===== src/design/ps2mpd_pkg.sv =====
// ----------------------------------------------------------------------------
// ps2mpd_pkg
// Shared types and constants of the PS/2 mouse packet decoder.
// ----------------------------------------------------------------------------
package ps2mpd_pkg;

    localparam int POS_BITS_DEF  = 12;
    localparam int CFG_IDX_BITS  = 3;
    localparam int CFG_DATA_BITS = 12;
    localparam int CURSOR_BITS   = 12;

    localparam int POS_X_RST = 160;
    localparam int POS_Y_RST = 100;

    localparam logic [11:0] X_MAX_RST       = 12'd319;
    localparam logic [11:0] Y_MAX_RST       = 12'd199;
    localparam logic [7:0]  STALL_LIMIT_RST = 8'd100;

    localparam logic [7:0]  SYNC_MASK  = 8'h08;
    localparam logic [7:0]  OVF_MASK   = 8'hC0;
    localparam int          X_SIGN_BIT = 4;
    localparam int          Y_SIGN_BIT = 5;

    localparam logic [15:0] PKT_WRAP_AT = 16'hFFFF;
    localparam logic [15:0] PKT_WRAP_TO = 16'd1000;

    typedef enum logic [1:0] {
        OP_BYTE  = 2'd0,
        OP_TICK  = 2'd1,
        OP_CLICK = 2'd2,
        OP_WHEEL = 2'd3
    } t_op;

    localparam logic [1:0] BTN_NONE = 2'd3;

    typedef enum logic [CFG_IDX_BITS-1:0] {
        CFG_WHEEL_MODE  = 3'd0,
        CFG_X_MAX       = 3'd1,
        CFG_Y_MAX       = 3'd2,
        CFG_STALL_LIMIT = 3'd3,
        CFG_ENABLED     = 3'd4
    } t_cfg_idx;

    typedef struct packed {
        logic        wheel_mode;
        logic [11:0] x_max;
        logic [11:0] y_max;
        logic [7:0]  stall_limit;
        logic        enabled;
    } t_cfg;

    typedef struct packed {
        logic [CURSOR_BITS-1:0] cursor_x;
        logic [CURSOR_BITS-1:0] cursor_y;
        logic                   left_down;
        logic                   right_down;
        logic                   middle_down;
        logic signed [7:0]      wheel_last;
        logic                   clicked;
        logic signed [7:0]      wheel_taken;
        logic                   packet_done;
        logic [7:0]             resync_count;
        logic [15:0]            packet_count;
    } t_res;

endpackage


===== src/design/ps2mpd_cfg_regs.sv =====
// ----------------------------------------------------------------------------
// ps2mpd_cfg_regs
// Configuration register file of the PS/2 mouse packet decoder.
// ----------------------------------------------------------------------------
module ps2mpd_cfg_regs import ps2mpd_pkg::*; (
    input  logic                     i_clk,
    input  logic                     i_rst_n,
    input  logic                     i_cfg_valid,
    output logic                     o_cfg_ready,
    input  logic [CFG_IDX_BITS-1:0]  i_cfg_index,
    input  logic [CFG_DATA_BITS-1:0] i_cfg_data,
    output t_cfg                     o_cfg
);

    t_cfg r_cfg;
    t_cfg n_cfg;

    assign o_cfg_ready = 1'b1;
    assign o_cfg       = r_cfg;

    always_comb begin
        n_cfg = r_cfg;
        if (i_cfg_valid) begin
            unique case (t_cfg_idx'(i_cfg_index))
                CFG_WHEEL_MODE:  n_cfg.wheel_mode  = i_cfg_data[0];
                CFG_X_MAX:       n_cfg.x_max       = i_cfg_data[11:0];
                CFG_Y_MAX:       n_cfg.y_max       = i_cfg_data[11:0];
                CFG_STALL_LIMIT: n_cfg.stall_limit = i_cfg_data[7:0];
                CFG_ENABLED:     n_cfg.enabled     = i_cfg_data[0];
                default:         n_cfg = r_cfg;
            endcase
        end
    end

    always_ff @(posedge i_clk) begin
        if (!i_rst_n) begin
            r_cfg.wheel_mode  <= 1'b0;
            r_cfg.x_max       <= X_MAX_RST;
            r_cfg.y_max       <= Y_MAX_RST;
            r_cfg.stall_limit <= STALL_LIMIT_RST;
            r_cfg.enabled     <= 1'b0;
        end else begin
            r_cfg <= n_cfg;
        end
    end

endmodule


===== src/design/ps2mpd_engine.sv =====
// ----------------------------------------------------------------------------
// ps2mpd_engine
// Decoder state and the single-pass next-state logic for one item.
// ----------------------------------------------------------------------------
module ps2mpd_engine import ps2mpd_pkg::*; #(
    parameter int POS_BITS = POS_BITS_DEF
) (
    input  logic       i_clk,
    input  logic       i_rst_n,
    input  logic       i_en,
    input  logic [1:0] i_op,
    input  logic [7:0] i_byte,
    input  logic [1:0] i_btn,
    input  t_cfg       i_cfg,
    output t_res       o_res
);

    localparam int VW = POS_BITS + 2;
    localparam int LW = (POS_BITS > 12) ? POS_BITS : 12;
    localparam int OW = (POS_BITS > CURSOR_BITS) ? POS_BITS : CURSOR_BITS;

    function automatic logic [POS_BITS-1:0] move_clamp(
        input logic [POS_BITS-1:0] pos,
        input logic signed [9:0]   delta,
        input logic [11:0]         lim
    );
        logic [LW-1:0]        lim_e;
        logic [LW-1:0]        top_e;
        logic [LW-1:0]        bound;
        logic signed [VW-1:0] v;
        lim_e = LW'(lim);
        top_e = LW'({POS_BITS{1'b1}});
        bound = (lim_e > top_e) ? top_e : lim_e;
        v     = signed'({2'b00, pos}) + VW'(delta);
        if (v < 0) begin
            return '0;
        end else if (unsigned'(v) > VW'(bound)) begin
            return bound[POS_BITS-1:0];
        end else begin
            return v[POS_BITS-1:0];
        end
    endfunction

    logic [1:0]          r_pos,       n_pos;
    logic [7:0]          r_pkt [3];
    logic [POS_BITS-1:0] r_x,         n_x;
    logic [POS_BITS-1:0] r_y,         n_y;
    logic [2:0]          r_now,       n_now;
    logic [2:0]          r_before,    n_before;
    logic [2:0]          r_reported,  n_reported;
    logic [2:0]          r_pend,      n_pend;
    logic [7:0]          r_wstep,     n_wstep;
    logic [7:0]          r_wsum,      n_wsum;
    logic [7:0]          r_resyncs,   n_resyncs;
    logic [15:0]         r_packets,   n_packets;
    logic [15:0]         r_pat,       n_pat;
    logic [7:0]          r_stall,     n_stall;

    logic                w_drop;
    logic                w_last;
    logic                w_store;
    logic [7:0]          w_b2;
    logic signed [9:0]   w_dx;
    logic signed [9:0]   w_dy;
    logic [2:0]          f_now, f_reported, f_pend;
    logic [15:0]         w_pkt_inc;
    logic [15:0]         f_packets;
    logic [7:0]          w_stall_inc;
    logic                w_clicked;
    logic [7:0]          w_taken;
    logic                w_done;
    logic [OW-1:0]       w_x_ext, w_y_ext;

    assign w_drop  = (r_pos == 2'd0) &&
                     (((i_byte & SYNC_MASK) == 8'h00) || ((i_byte & OVF_MASK) == OVF_MASK));
    assign w_last  = i_cfg.wheel_mode ? (r_pos == 2'd3) : (r_pos >= 2'd2);
    assign w_store = i_en && (t_op'(i_op) == OP_BYTE) && !w_drop && (r_pos != 2'd3);
    assign w_b2    = (r_pos == 2'd2) ? i_byte : r_pkt[2];
    assign w_dx    = 10'(signed'({r_pkt[0][X_SIGN_BIT], r_pkt[1]}));
    assign w_dy    = 10'(signed'({r_pkt[0][Y_SIGN_BIT], w_b2}));
    assign w_pkt_inc   = r_packets + 16'd1;
    assign f_packets   = (w_pkt_inc == PKT_WRAP_AT) ? PKT_WRAP_TO : w_pkt_inc;
    assign w_stall_inc = r_stall + 8'd1;

    always_comb begin
        f_now      = r_now;
        f_reported = r_reported;
        f_pend     = r_pend;
        for (int b = 0; b < 3; b++) begin
            if (r_pkt[0][b] && !r_now[b]) begin
                if (r_pend[b]) begin
                    f_now[b]      = 1'b1;
                    f_reported[b] = 1'b0;
                    f_pend[b]     = 1'b0;
                end else begin
                    f_pend[b] = 1'b1;
                end
            end else if (!r_pkt[0][b] && r_now[b]) begin
                f_now[b]      = 1'b0;
                f_reported[b] = 1'b0;
                f_pend[b]     = 1'b0;
            end else begin
                f_pend[b] = 1'b0;
            end
        end
    end

    always_comb begin
        n_pos      = r_pos;
        n_x        = r_x;
        n_y        = r_y;
        n_now      = r_now;
        n_before   = r_before;
        n_reported = r_reported;
        n_pend     = r_pend;
        n_wstep    = r_wstep;
        n_wsum     = r_wsum;
        n_resyncs  = r_resyncs;
        n_packets  = r_packets;
        n_pat      = r_pat;
        n_stall    = r_stall;
        w_clicked  = 1'b0;
        w_taken    = 8'h00;
        w_done     = 1'b0;
        unique case (t_op'(i_op))
            OP_BYTE: begin
                if (w_drop) begin
                    n_resyncs = r_resyncs + 8'd1;
                end else if (w_last) begin
                    w_done     = 1'b1;
                    n_wstep    = i_cfg.wheel_mode ? i_byte : 8'h00;
                    n_wsum     = i_cfg.wheel_mode ? (r_wsum + i_byte) : r_wsum;
                    n_before   = r_now;
                    n_now      = f_now;
                    n_reported = f_reported;
                    n_pend     = f_pend;
                    n_x        = move_clamp(r_x, w_dx, i_cfg.x_max);
                    n_y        = move_clamp(r_y, -w_dy, i_cfg.y_max);
                    n_pos      = 2'd0;
                    n_packets  = f_packets;
                end else begin
                    n_pos = r_pos + 2'd1;
                end
            end
            OP_TICK: begin
                if (i_cfg.enabled) begin
                    if ((r_packets == r_pat) && (r_pos != 2'd0)) begin
                        n_stall = w_stall_inc;
                        if (w_stall_inc > i_cfg.stall_limit) begin
                            n_pos     = 2'd0;
                            n_stall   = 8'd0;
                            n_resyncs = r_resyncs + 8'd1;
                        end
                    end else begin
                        n_stall = 8'd0;
                        n_pat   = r_packets;
                    end
                end
            end
            OP_CLICK: begin
                if (i_btn != BTN_NONE) begin
                    if (r_before[i_btn] && !r_now[i_btn] && !r_reported[i_btn]) begin
                        n_reported[i_btn] = 1'b1;
                        w_clicked         = 1'b1;
                    end
                end
            end
            OP_WHEEL: begin
                w_taken = r_wsum;
                n_wsum  = 8'h00;
            end
            default: begin
                n_pos = r_pos;
            end
        endcase
    end

    assign w_x_ext = OW'(n_x);
    assign w_y_ext = OW'(n_y);

    always_comb begin
        o_res.cursor_x     = w_x_ext[CURSOR_BITS-1:0];
        o_res.cursor_y     = w_y_ext[CURSOR_BITS-1:0];
        o_res.left_down    = n_now[0];
        o_res.right_down   = n_now[1];
        o_res.middle_down  = n_now[2];
        o_res.wheel_last   = signed'(n_wstep);
        o_res.clicked      = w_clicked;
        o_res.wheel_taken  = signed'(w_taken);
        o_res.packet_done  = w_done;
        o_res.resync_count = n_resyncs;
        o_res.packet_count = n_packets;
    end

    always_ff @(posedge i_clk) begin
        for (int k = 0; k < 3; k++) begin
            if (w_store && (r_pos == 2'(k))) begin
                r_pkt[k] <= i_byte;
            end
        end
    end

    always_ff @(posedge i_clk) begin
        if (!i_rst_n) begin
            r_pos      <= 2'd0;
            r_x        <= POS_BITS'(POS_X_RST);
            r_y        <= POS_BITS'(POS_Y_RST);
            r_now      <= 3'b000;
            r_before   <= 3'b000;
            r_reported <= 3'b000;
            r_pend     <= 3'b000;
            r_wstep    <= 8'h00;
            r_wsum     <= 8'h00;
            r_resyncs  <= 8'h00;
            r_packets  <= 16'h0000;
            r_pat      <= 16'h0000;
            r_stall    <= 8'h00;
        end else if (i_en) begin
            r_pos      <= n_pos;
            r_x        <= n_x;
            r_y        <= n_y;
            r_now      <= n_now;
            r_before   <= n_before;
            r_reported <= n_reported;
            r_pend     <= n_pend;
            r_wstep    <= n_wstep;
            r_wsum     <= n_wsum;
            r_resyncs  <= n_resyncs;
            r_packets  <= n_packets;
            r_pat      <= n_pat;
            r_stall    <= n_stall;
        end
    end

    a_pkt_never_wrap_value: assert property (@(posedge i_clk) disable iff (!i_rst_n)
        r_packets != PKT_WRAP_AT)
        else $error("packet count holds its wrap value");

    a_pend_excludes_down: assert property (@(posedge i_clk) disable iff (!i_rst_n)
        (r_pend & r_now) == 3'b000)
        else $error("press pending on a button already down");

    a_done_restarts_packet: assert property (@(posedge i_clk) disable iff (!i_rst_n)
        (i_en && w_done) |=> (r_pos == 2'd0))
        else $error("byte position not cleared after a finished packet");

endmodule


===== src/design/ps2_mouse_packet_decoder.sv =====
// ----------------------------------------------------------------------------
// ps2_mouse_packet_decoder
// Top level: input register, decoder engine, result register, config port.
// ----------------------------------------------------------------------------
// One item (received byte, poll tick, click query or wheel-sum query) is
// taken per clock cycle while o_in_stall is low and gives exactly one result
// beat. An item is held in the input register until it advances and is
// decoded in one pass by the engine. Its result is then loaded into the
// output register and offered from there. Throughput is one item per cycle
// while the output side does not stall. The output register lets a new item
// be taken while a result waits to be collected. Configuration writes are
// always ready and act at once; write them only while no item is in flight.
module ps2_mouse_packet_decoder import ps2mpd_pkg::*; #(
    parameter int POS_BITS = POS_BITS_DEF
) (
    input  logic                     i_clk,
    input  logic                     i_rst_n,

    input  logic                     i_in_valid,
    output logic                     o_in_stall,
    input  logic [1:0]               i_op,
    input  logic [7:0]               i_data_byte,
    input  logic [1:0]               i_button_index,

    output logic                     o_out_valid,
    input  logic                     i_out_stall,
    output logic [CURSOR_BITS-1:0]   o_cursor_x,
    output logic [CURSOR_BITS-1:0]   o_cursor_y,
    output logic                     o_left_down,
    output logic                     o_right_down,
    output logic                     o_middle_down,
    output logic signed [7:0]        o_wheel_last,
    output logic                     o_clicked,
    output logic signed [7:0]        o_wheel_taken,
    output logic                     o_packet_done,
    output logic [7:0]               o_resync_count,
    output logic [15:0]              o_packet_count,

    input  logic                     i_cfg_valid,
    output logic                     o_cfg_ready,
    input  logic [CFG_IDX_BITS-1:0]  i_cfg_index,
    input  logic [CFG_DATA_BITS-1:0] i_cfg_data
);

    logic       r_in_valid;
    logic [1:0] r_in_op;
    logic [7:0] r_in_byte;
    logic [1:0] r_in_btn;
    logic       r_out_valid;
    t_res       r_res;
    t_res       w_res;
    t_cfg       w_cfg;
    logic       w_advance;
    logic       w_accept;

    assign w_advance  = r_in_valid && (!r_out_valid || !i_out_stall);
    assign o_in_stall = r_in_valid && !w_advance;
    assign w_accept   = i_in_valid && !o_in_stall;

    ps2mpd_cfg_regs u_cfg (
        .i_clk       (i_clk),
        .i_rst_n     (i_rst_n),
        .i_cfg_valid (i_cfg_valid),
        .o_cfg_ready (o_cfg_ready),
        .i_cfg_index (i_cfg_index),
        .i_cfg_data  (i_cfg_data),
        .o_cfg       (w_cfg)
    );

    ps2mpd_engine #(
        .POS_BITS (POS_BITS)
    ) u_engine (
        .i_clk   (i_clk),
        .i_rst_n (i_rst_n),
        .i_en    (w_advance),
        .i_op    (r_in_op),
        .i_byte  (r_in_byte),
        .i_btn   (r_in_btn),
        .i_cfg   (w_cfg),
        .o_res   (w_res)
    );

    always_ff @(posedge i_clk) begin
        if (!i_rst_n) begin
            r_in_valid <= 1'b0;
        end else if (w_accept) begin
            r_in_valid <= 1'b1;
        end else if (w_advance) begin
            r_in_valid <= 1'b0;
        end
    end

    always_ff @(posedge i_clk) begin
        if (w_accept) begin
            r_in_op   <= i_op;
            r_in_byte <= i_data_byte;
            r_in_btn  <= i_button_index;
        end
    end

    always_ff @(posedge i_clk) begin
        if (!i_rst_n) begin
            r_out_valid <= 1'b0;
        end else if (w_advance) begin
            r_out_valid <= 1'b1;
        end else if (!i_out_stall) begin
            r_out_valid <= 1'b0;
        end
    end

    always_ff @(posedge i_clk) begin
        if (w_advance) begin
            r_res <= w_res;
        end
    end

    assign o_out_valid    = r_out_valid;
    assign o_cursor_x     = r_res.cursor_x;
    assign o_cursor_y     = r_res.cursor_y;
    assign o_left_down    = r_res.left_down;
    assign o_right_down   = r_res.right_down;
    assign o_middle_down  = r_res.middle_down;
    assign o_wheel_last   = r_res.wheel_last;
    assign o_clicked      = r_res.clicked;
    assign o_wheel_taken  = r_res.wheel_taken;
    assign o_packet_done  = r_res.packet_done;
    assign o_resync_count = r_res.resync_count;
    assign o_packet_count = r_res.packet_count;

    a_advance_fills_output: assert property (@(posedge i_clk) disable iff (!i_rst_n)
        w_advance |=> r_out_valid)
        else $error("advanced item produced no result beat");

    a_empty_input_never_stalls: assert property (@(posedge i_clk) disable iff (!i_rst_n)
        !r_in_valid |-> !o_in_stall)
        else $error("input stalled with an empty input register");

    a_blocked_item_holds: assert property (@(posedge i_clk) disable iff (!i_rst_n)
        (r_in_valid && r_out_valid && i_out_stall) |=> r_in_valid)
        else $error("pending item lost while output stalled");

endmodule

===== config.mk =====
export PLATFORM = sky130hd
export DESIGN_NAME = ps2_mouse_packet_decoder
export DESIGN_NICKNAME = d
export VERILOG_FILES = /design/src/design/ps2mpd_pkg.sv /design/src/design/ps2mpd_cfg_regs.sv /design/src/design/ps2mpd_engine.sv /design/src/design/ps2_mouse_packet_decoder.sv
export SDC_FILE = /design/constraint.sdc
export NUM_CORES = 1
export LEC_CHECK = 0
export BUFFER_PORTS_ARGS = -buffer_cell sky130_fd_sc_hd__clkbuf_2
export CORE_MARGIN = 2
export CORE_UTILIZATION = 45
export CTS_CLUSTER_DIAMETER = 50
export DETAILED_ROUTE_END_ITERATION = 8
export PLACE_DENSITY_LB_ADDON = 0.3
export SKIP_CTS_REPAIR_TIMING = 1
export SLEW_MARGIN = 20
export SYNTH_ARGS = -nofsm -noshare
export SYNTH_HDL_FRONTEND = slang
export SYNTH_SLANG_ARGS = --single-unit

===== constraint.sdc =====
create_clock -name i_clk -period 5.79 [get_ports i_clk]
set_input_delay 0.579 -clock i_clk [delete_from_list [all_inputs] [get_ports i_clk]]
set_output_delay 0.579 -clock i_clk [all_outputs]
set_load 0.02 [all_outputs]

==> results of run 1 <==
[worst paths after layout]
kind                startpoint         endpoint  slack [ns]
max          u_engine.r_pos[0]    o_cursor_y[1]        0.58
min                    i_op[1]       r_in_op[1]        0.21
max reg2reg  u_engine.r_pos[0]    o_cursor_y[1]        0.58
min reg2reg    u_engine.r_y[0]  u_engine.r_y[0]        0.46
[cell usage after synthesis, drive strengths merged, types with 5 or more instances]
library cell,instances,area (sq um)
a211oi,9,72.6
a21o,26,195
a21oi,103,531
a311oi,5,43.8
a41oi,5,43.8
and2,9,56.3
and3,17,106
buf,16,98.9
clkbuf,55,206
dfxtp,138,2760
edfxtp,102,3060
ha,79,988
inv,62,233
mux2,5,56.3
mux2i,46,460
nand2,184,691
nand2b,12,75.1
nand3,36,180
nand4,10,62.6
nor2,107,407
nor2b,17,106
nor3,20,111
nor4,10,62.6
o211ai,19,143
o21a,9,67.6
o21ai,86,430
o21bai,5,41.3
o22ai,5,31.3
o31ai,10,75.1
or3,9,56.3
xnor2,29,254
xor2,37,324
[metal layers]
layer / up-vias / wire length (um)
li1: 4883 / -
met1: 4683 / 14200
met2: 275 / 14300
met3: 60 / 1730
met4: 0 / 838
met5: - / 0
[final cells by class]
type                    instances  share of cell area [%]
repair buffers                113                    4.17
inverters                      63                    1.67
well taps                     378                    3.33
clock inverters                 8                   0.748
flip-flops and latches        240                    41.0
clock buffers                  44                    5.78
multi-input cells             962                    43.3
[kinds of logic (layout without fill, tap and decap cells)]
logic type                 count (synthesis)  in the layout  synth area share [%]
other                                      1              1                0.0300
AOI/OAI and AO/OA                        313            313                  15.5
xor gates and xnor gates                  66             66                  4.62
buffers and inverters                    134            228                  4.33
adders and majority gates                 82             82                  8.38
and+or+nand+nor                          449            449                  16.4
DFF                                      240            240                  46.5
muxes                                     51             51                  4.13
[state kept, by name, summed over array words and instances (netlist names), 12 cells and up]
name	cells
u_cfg.o_cfg	34
u_engine.r_pkt	21
o_packet_count	16
u_engine.r_packets	16
u_engine.r_pat	16
o_cursor_x	12
o_cursor_y	12
u_engine.r_x	12
u_engine.r_y	12
[power by group through the flow]
| stage | clock, mW | combinational [mW] | sequential (mW) |
|---|---|---|---|
| final | 1.75 | 0.181 | 1.82 |
| after global routing | 1.86 | 0.199 | 1.83 |
| after CTS | 1.79 | 0.182 | 1.82 |
| after detailed placement | 0 | 0.181 | 1.86 |
| after global placement | 0 | 0.178 | 1.86 |
| after floorplan | 0 | 0.0964 | 1.87 |
[cell usage in the layout, fill, tap and decap left out, drive strengths merged, types with 19 or more instances in the layout]
cell type and instances:
a21o 26, xnor2 29, mux2i 46, xor2 37
nand2 184, a21oi 103, nor2 107, dfxtp 138
edfxtp 102, ha 79, o211ai 19, nand3 36
nor3 20, clkbuf 146, o21ai 86, inv 62
[per-stage QoR]
step	util (%)	area (sq um)
floorplan	-	12500
global placement	48.2	13300
detailed placement	48.2	13300
CTS	51.6	14200
global route	51.6	14200
finish	51.6	14200
==> out/results.txt, run 1 <==
final setup vio count: 0
Net Count, Synth: 1450
DR vias/cell: 5.48
Worst-Margin Slew: 1.01 ns
chip width: 171 um
GRT busiest layer: met2
DRT Wirelength: 31.0 mm
TritonCTS clock tree: yes
area of the multi-input gates: 6160 sq um
outcome: finished clean
global route overflow: 0
I/O Pins: 104
ANT cells: 0
WS Path Type: reg -> reg
vias in the first global route: 9334
All-Layer GR Usage: 21.1%
Levels on crit path: 21
Combinational Power Share: 4.8%
layout cells sized above 1: 12.1%
Post-Route Setup TNS: 0 ns
worst-skew pair later-pin latency: 0.55 ns
Design Power: 3.76 mW
Yosys Warn Count: 0
MaxCap Viol Count: 0
largest net degree at the start of global routing: 61
initial antenna violation count: 0
Net Sw Frac: 22.5%
H-tree levels: 1
CP top delay family: compound AO/OA/AOI/OAI gates
Sink Count: 240
# nets final: 1522
met1 global-route usage: 28.5%
Initial Utilization: 45.4%
Fin Hold WS: 0.209 ns
Clock Skews: 0.0125 ns
Worst Path Buf+Inv: 2
critical path launch point type: flip-flop
CTS Buf Count: 28
worst vdd ir: 0.179 mV
FP Rows: 61
routing usage on met3: 3.38%
Mapped Avg Cell Area: 9.37 sq um
setup ws final: 0.581 ns
Slew headroom: 32.9%
leakage: 5.65 nW
Register Area: 5830 sq um
fin. max-slew vios: 0
Power Density: 264 nW/um^2
clock network fraction of design power: 46.7%
fin crit period: 5.21 ns
WL/cell: 17.2 um
placed cells: 1756
M2 GR Usage: 34.7%
post-synthesis async set-or-reset flop share: 0%
Gate Count Post-Synth: 1336
DR pass1 iterations: 5
Register-to-Register Path Depth: 21
Reg power frac: 48.5%
clk slew on worst S/H paths: 0.06 ns
register area share after synthesis: 46.5%
Data arrival, critical path: 5.49 ns
Non-Filler Instances: 1808
flops & latches, synth: 240
first-pass GRT wire length: 49.0 mm
I/O Buffers: 102
Post-DRT Antenna Nets: 0
fill cell total of the finished layout: 2534
vias post-DR: 9901
Max stage delay on crit path: 0.48 ns
Primary FF master, synth: dfxtp_1
CTS root buf: clkbuf_16
P_int: 2.91 mW
critical path fanouts, max: 10
Hold Path Depth: 1
count of unique library cells instantiated by Yosys: 73
Fmax: 192 MHz
final hold vios: 0
Post-Synthesis Cell Area: 12500 sq um
placed wire-length estimate: 21.7 mm
Hold WC Path Type: in -> reg
Die H: 171 um
WP data required: 6.07 ns
RSZ-0062 raised after global routing: false
Area Overhead vs Synth: 13.6%
Residual DRC: 0
Final GP Congestion: 0.859
pre-CTS setup slack: 0.765 ns
switching pwr: 0.847 mW
worst path cell trace: inv_1 > ha_1 > mux2_2 > ha_1 > fa_1 > nand2b_1 > a21o_1 > nand2_1 > a21o_1 > a211oi_1 > nor2_1 > ha_1 > o21ai_0 > o21bai_1 > a21o_1 > a221oi_1 > a41oi_1 > a21oi_1 > buf_4 > mux2i_1 > o22ai_1
Worst Setup End Kind: flip-flop
Clock Path Buffers: 3
core area: 27600 sq um
die area: 29200 sq um
EDFF count, synth: 102
slowest CP cell: ha_1
ratio of final minimum period to clock period: 90.0%
Initial DRC Count: 679
Power figures use the tool's default switching activity.
==> run 2, diff against run 1 <==
--- a/config.mk
+++ b/config.mk
@@ -5,11 +5,11 @@
 export SDC_FILE = /design/constraint.sdc
 export NUM_CORES = 1
 export LEC_CHECK = 0
-export BUFFER_PORTS_ARGS = -buffer_cell sky130_fd_sc_hd__clkbuf_2
 export CORE_MARGIN = 2
 export CORE_UTILIZATION = 45
 export CTS_CLUSTER_DIAMETER = 50
 export DETAILED_ROUTE_END_ITERATION = 8
+export DONT_BUFFER_PORTS = 1
 export PLACE_DENSITY_LB_ADDON = 0.3
 export SKIP_CTS_REPAIR_TIMING = 1
 export SLEW_MARGIN = 20
==> out/results.txt, run 2 (synthesis gave the netlist of run 1 again) <==
initial antenna violation count: 0 (unchanged)
Worst Path Buf+Inv: 2 (unchanged)
largest net degree at the start of global routing: 72 (was 61)
TritonCTS clock tree: yes (unchanged)
Power Density: 274 nW/um^2 (was 264 nW/um^2)
MaxCap Viol Count: 0 (unchanged)
DR vias/cell: 5.56 (was 5.48)
critical path fanouts, max: 10 (unchanged)
P_int: 2.91 mW (about the same)
WS Path Type: reg -> reg (unchanged)
Hold EP: r_in_btn[0] (was r_in_op[1])
Reg power frac: 49.0% (was 48.5%)
# nets final: 1421 (was 1522)
ratio of final minimum period to clock period: 88.1% (was 90.0%)
Max stage delay on crit path: 0.48 ns (about the same)
clock network fraction of design power: 47.8% (was 46.7%)
DRT Wirelength: 30.8 mm (was 31.0 mm)
commonest non-fill, non-tap cell in the layout: nand2_1 (unchanged)
Fmax: 196 MHz (was 192 MHz)
CP top delay family: compound AO/OA/AOI/OAI gates (unchanged)
core area: 27600 sq um (unchanged)
Slew headroom: 31.0% (was 32.9%)
Post-DRT Antenna Nets: 0 (unchanged)
Residual DRC: 0 (unchanged)
vias in the first global route: 9089 (was 9334)
I/O Pins: 104 (unchanged)
reg2reg setup slack: 0.69 ns (was 0.58 ns)
min-delay src: i_button_index[0] (was i_op[1])
Fin Hold WS: 0.119 ns (was 0.209 ns)
max reg flops: 34 (unchanged)
Worst-Margin Slew: 1.03 ns (was 1.01 ns)
final setup vio count: 0 (unchanged)
slowest CP cell: ha_1 (unchanged)
final instance area: 13700 sq um (was 14200 sq um)
R2R Path End: o_cursor_y[10] (was o_cursor_y[1])
area of the multi-input gates: 6160 sq um (unchanged)
worst path cell trace: inv_1 > ha_1 > mux2_2 > ha_1 > fa_1 > nand2b_1 > a21o_1 > nand2_1 > a21o_1 > a211oi_1 > nor2_1 > ha_1 > o21ai_0 > o21bai_1 > a21o_1 > a221oi_1 > a41oi_1 > a21oi_1 > buf_4 > mux2i_1 > o21ai_1 (was inv_1 > ha_1 > mux2_2 > ha_1 > fa_1 > nand2b_1 > a21o_1 > nand2_1 > a21o_1 > a211oi_1 > nor2_1 > ha_1 > o21ai_0 > o21bai_1 > a21o_1 > a221oi_1 > a41oi_1 > a21oi_1 > buf_4 > mux2i_1 > o22ai_1)
Die H: 171 um (unchanged)
Final GP Congestion: 0.889 (was 0.859)
leakage: 5.25 nW (was 5.65 nW)
Area Overhead vs Synth: 9.80% (was 13.6%)
fin. max-slew vios: 0 (unchanged)
Combinational Power Share: 3.2% (was 4.8%)
chip width: 171 um (unchanged)
placed wire-length estimate: 21.3 mm (was 21.7 mm)
H-tree levels: 1 (unchanged)
fin crit period: 5.10 ns (was 5.21 ns)
I/O Buffers: 0 (was 102)
FP Rows: 61 (unchanged)
fill cell total of the finished layout: 2530 (was 2534)
Sink Count: 240 (unchanged)
clk slew on worst S/H paths: 0.06 ns (about the same)
Design Power: 3.77 mW (was 3.76 mW)
DR pass1 iterations: 5 (unchanged)
Register-to-Register Path Depth: 21 (unchanged)
Net Sw Frac: 22.7% (was 22.5%)
WL/cell: 18.0 um (was 17.2 um)
CTS root buf: clkbuf_16 (unchanged)
final hold vios: 0 (unchanged)
Hold WC Path Type: in -> reg (unchanged)
WP data required: 6.07 ns (about the same)
All-Layer GR Usage: 21.4% (was 21.1%)
Hold Path Depth: 0 (was 1)
CTS Buf Count: 30 (was 28)
Clock Skews: 0.0229 ns (was 0.0125 ns)
Worst Setup End Kind: flip-flop (unchanged)
Register Area: 5830 sq um (unchanged)
layout cells sized above 1: 5.79% (was 12.1%)
global route overflow: 0 (unchanged)
vias post-DR: 9497 (was 9901)
outcome: finished clean (unchanged)
critical path launch point type: flip-flop (unchanged)
Data arrival, critical path: 5.38 ns (was 5.49 ns)
Initial Utilization: 45.4% (unchanged)
ANT cells: 0 (unchanged)
RSZ-0062 raised after global routing: false (unchanged)
die area: 29200 sq um (unchanged)
first-pass GRT wire length: 49.4 mm (was 49.0 mm)
Clock Path Buffers: 3 (unchanged)
Initial DRC Count: 765 (was 679)
worst reg2reg startpoint: u_engine.r_pos[0] (unchanged)
post-place instance area: 12800 sq um (was 13300 sq um)
worst vdd ir: 0.192 mV (was 0.179 mV)
worst-skew pair later-pin latency: 0.55 ns (about the same)
switching pwr: 0.857 mW (was 0.847 mW)
most frequent cells in the layout: nand2_1, dfxtp_1, nor2_1 (unchanged)
Post-Route Setup TNS: 0 ns (unchanged)
==> run 2: cell count changes in the layout (fill, tap and decap cells not counted), moves of 2 or more <==
| cell | before | now |
|---|---|---|
| clkbuf_1 | 11 | 8 |
| clkbuf_2 | 102 | 0 |
| clkbuf_16 | 29 | 33 |
| inv_6 | 0 | 2 |
| clkbuf_8 | 4 | 0 |
| clkinv_2 | 3 | 10 |
==> run 2: area by class of cell <==
| type | count | area share (%) |
|---|---|---|
| clock buffer | 41 | 6.23 |
| sequential | 240 | 42.4 |
| clock inverter | 14 | 0.819 |
| timing repair buffer | 10 | 0.546 |
| multi-input combinational | 962 | 44.8 |
| tap | 378 | 3.44 |
| inverter | 63 | 1.74 |
==> run 2: worst reg2reg max path, delay by kind of cell (launching register included) <==
kind / cells / cell delay (ns)
compound gates: 10 / 1.64
fa+ha+maj: 4 / 1.37
buf+inv: 2 / 0.36
flops: 1 / 0.33
mux: 2 / 0.70
simple gates: 3 / 0.45
==> run 2: power groups by stage <==
stage	clock network (mW)	logic, mW	registers, mW
final	1.80	0.122	1.85
after floorplan	0	0.0964	1.87
after global placement	0	0.119	1.89
after detailed placement	0	0.121	1.89
after global routing	1.91	0.136	1.85
after CTS	1.83	0.122	1.85
==> run 2: worst max-delay path by stage <==
stage / cells past startpoint / endpoint / slack, ns / from
3_3_place_gp: 21 / o_cursor_y[11] / 0.93 / u_engine.r_pos[0]
2_1_floorplan: 22 / o_cursor_y[0] / 1.17 / u_engine.r_pos[0]
6_report: 21 / o_cursor_y[10] / 0.69 / u_engine.r_pos[0]
3_5_place_dp: 21 / o_cursor_y[11] / 0.74 / u_engine.r_pos[0]
4_1_cts: 21 / o_cursor_y[11] / 0.72 / u_engine.r_pos[0]
5_1_grt: 21 / o_cursor_y[0] / 0.32 / u_engine.r_pos[0]
==> run 2: routing by layer <==
metal | wire, um | vias to the layer above | GRT usage [%]
li1 | - | 4678 | -
met1 | 14200 | 4575 | 28.9
met2 | 14500 | 214 | 35.2
met3 | 1670 | 30 | 4.40
met4 | 459 | 0 | 4.98
met5 | 0 | - | 0
==> run 2: through the flow <==
step | cells | worst slack [ns] | util (%)
after global placement | 1653 | 0.932 | 46.3
after detailed placement | 1653 | 0.744 | 46.3
after CTS | 1708 | 0.717 | 49.9
after global routing | 1708 | 0.318 | 49.9
after floorplan | 1336 | 1.17 | -
final | 1708 | 0.687 | 49.9
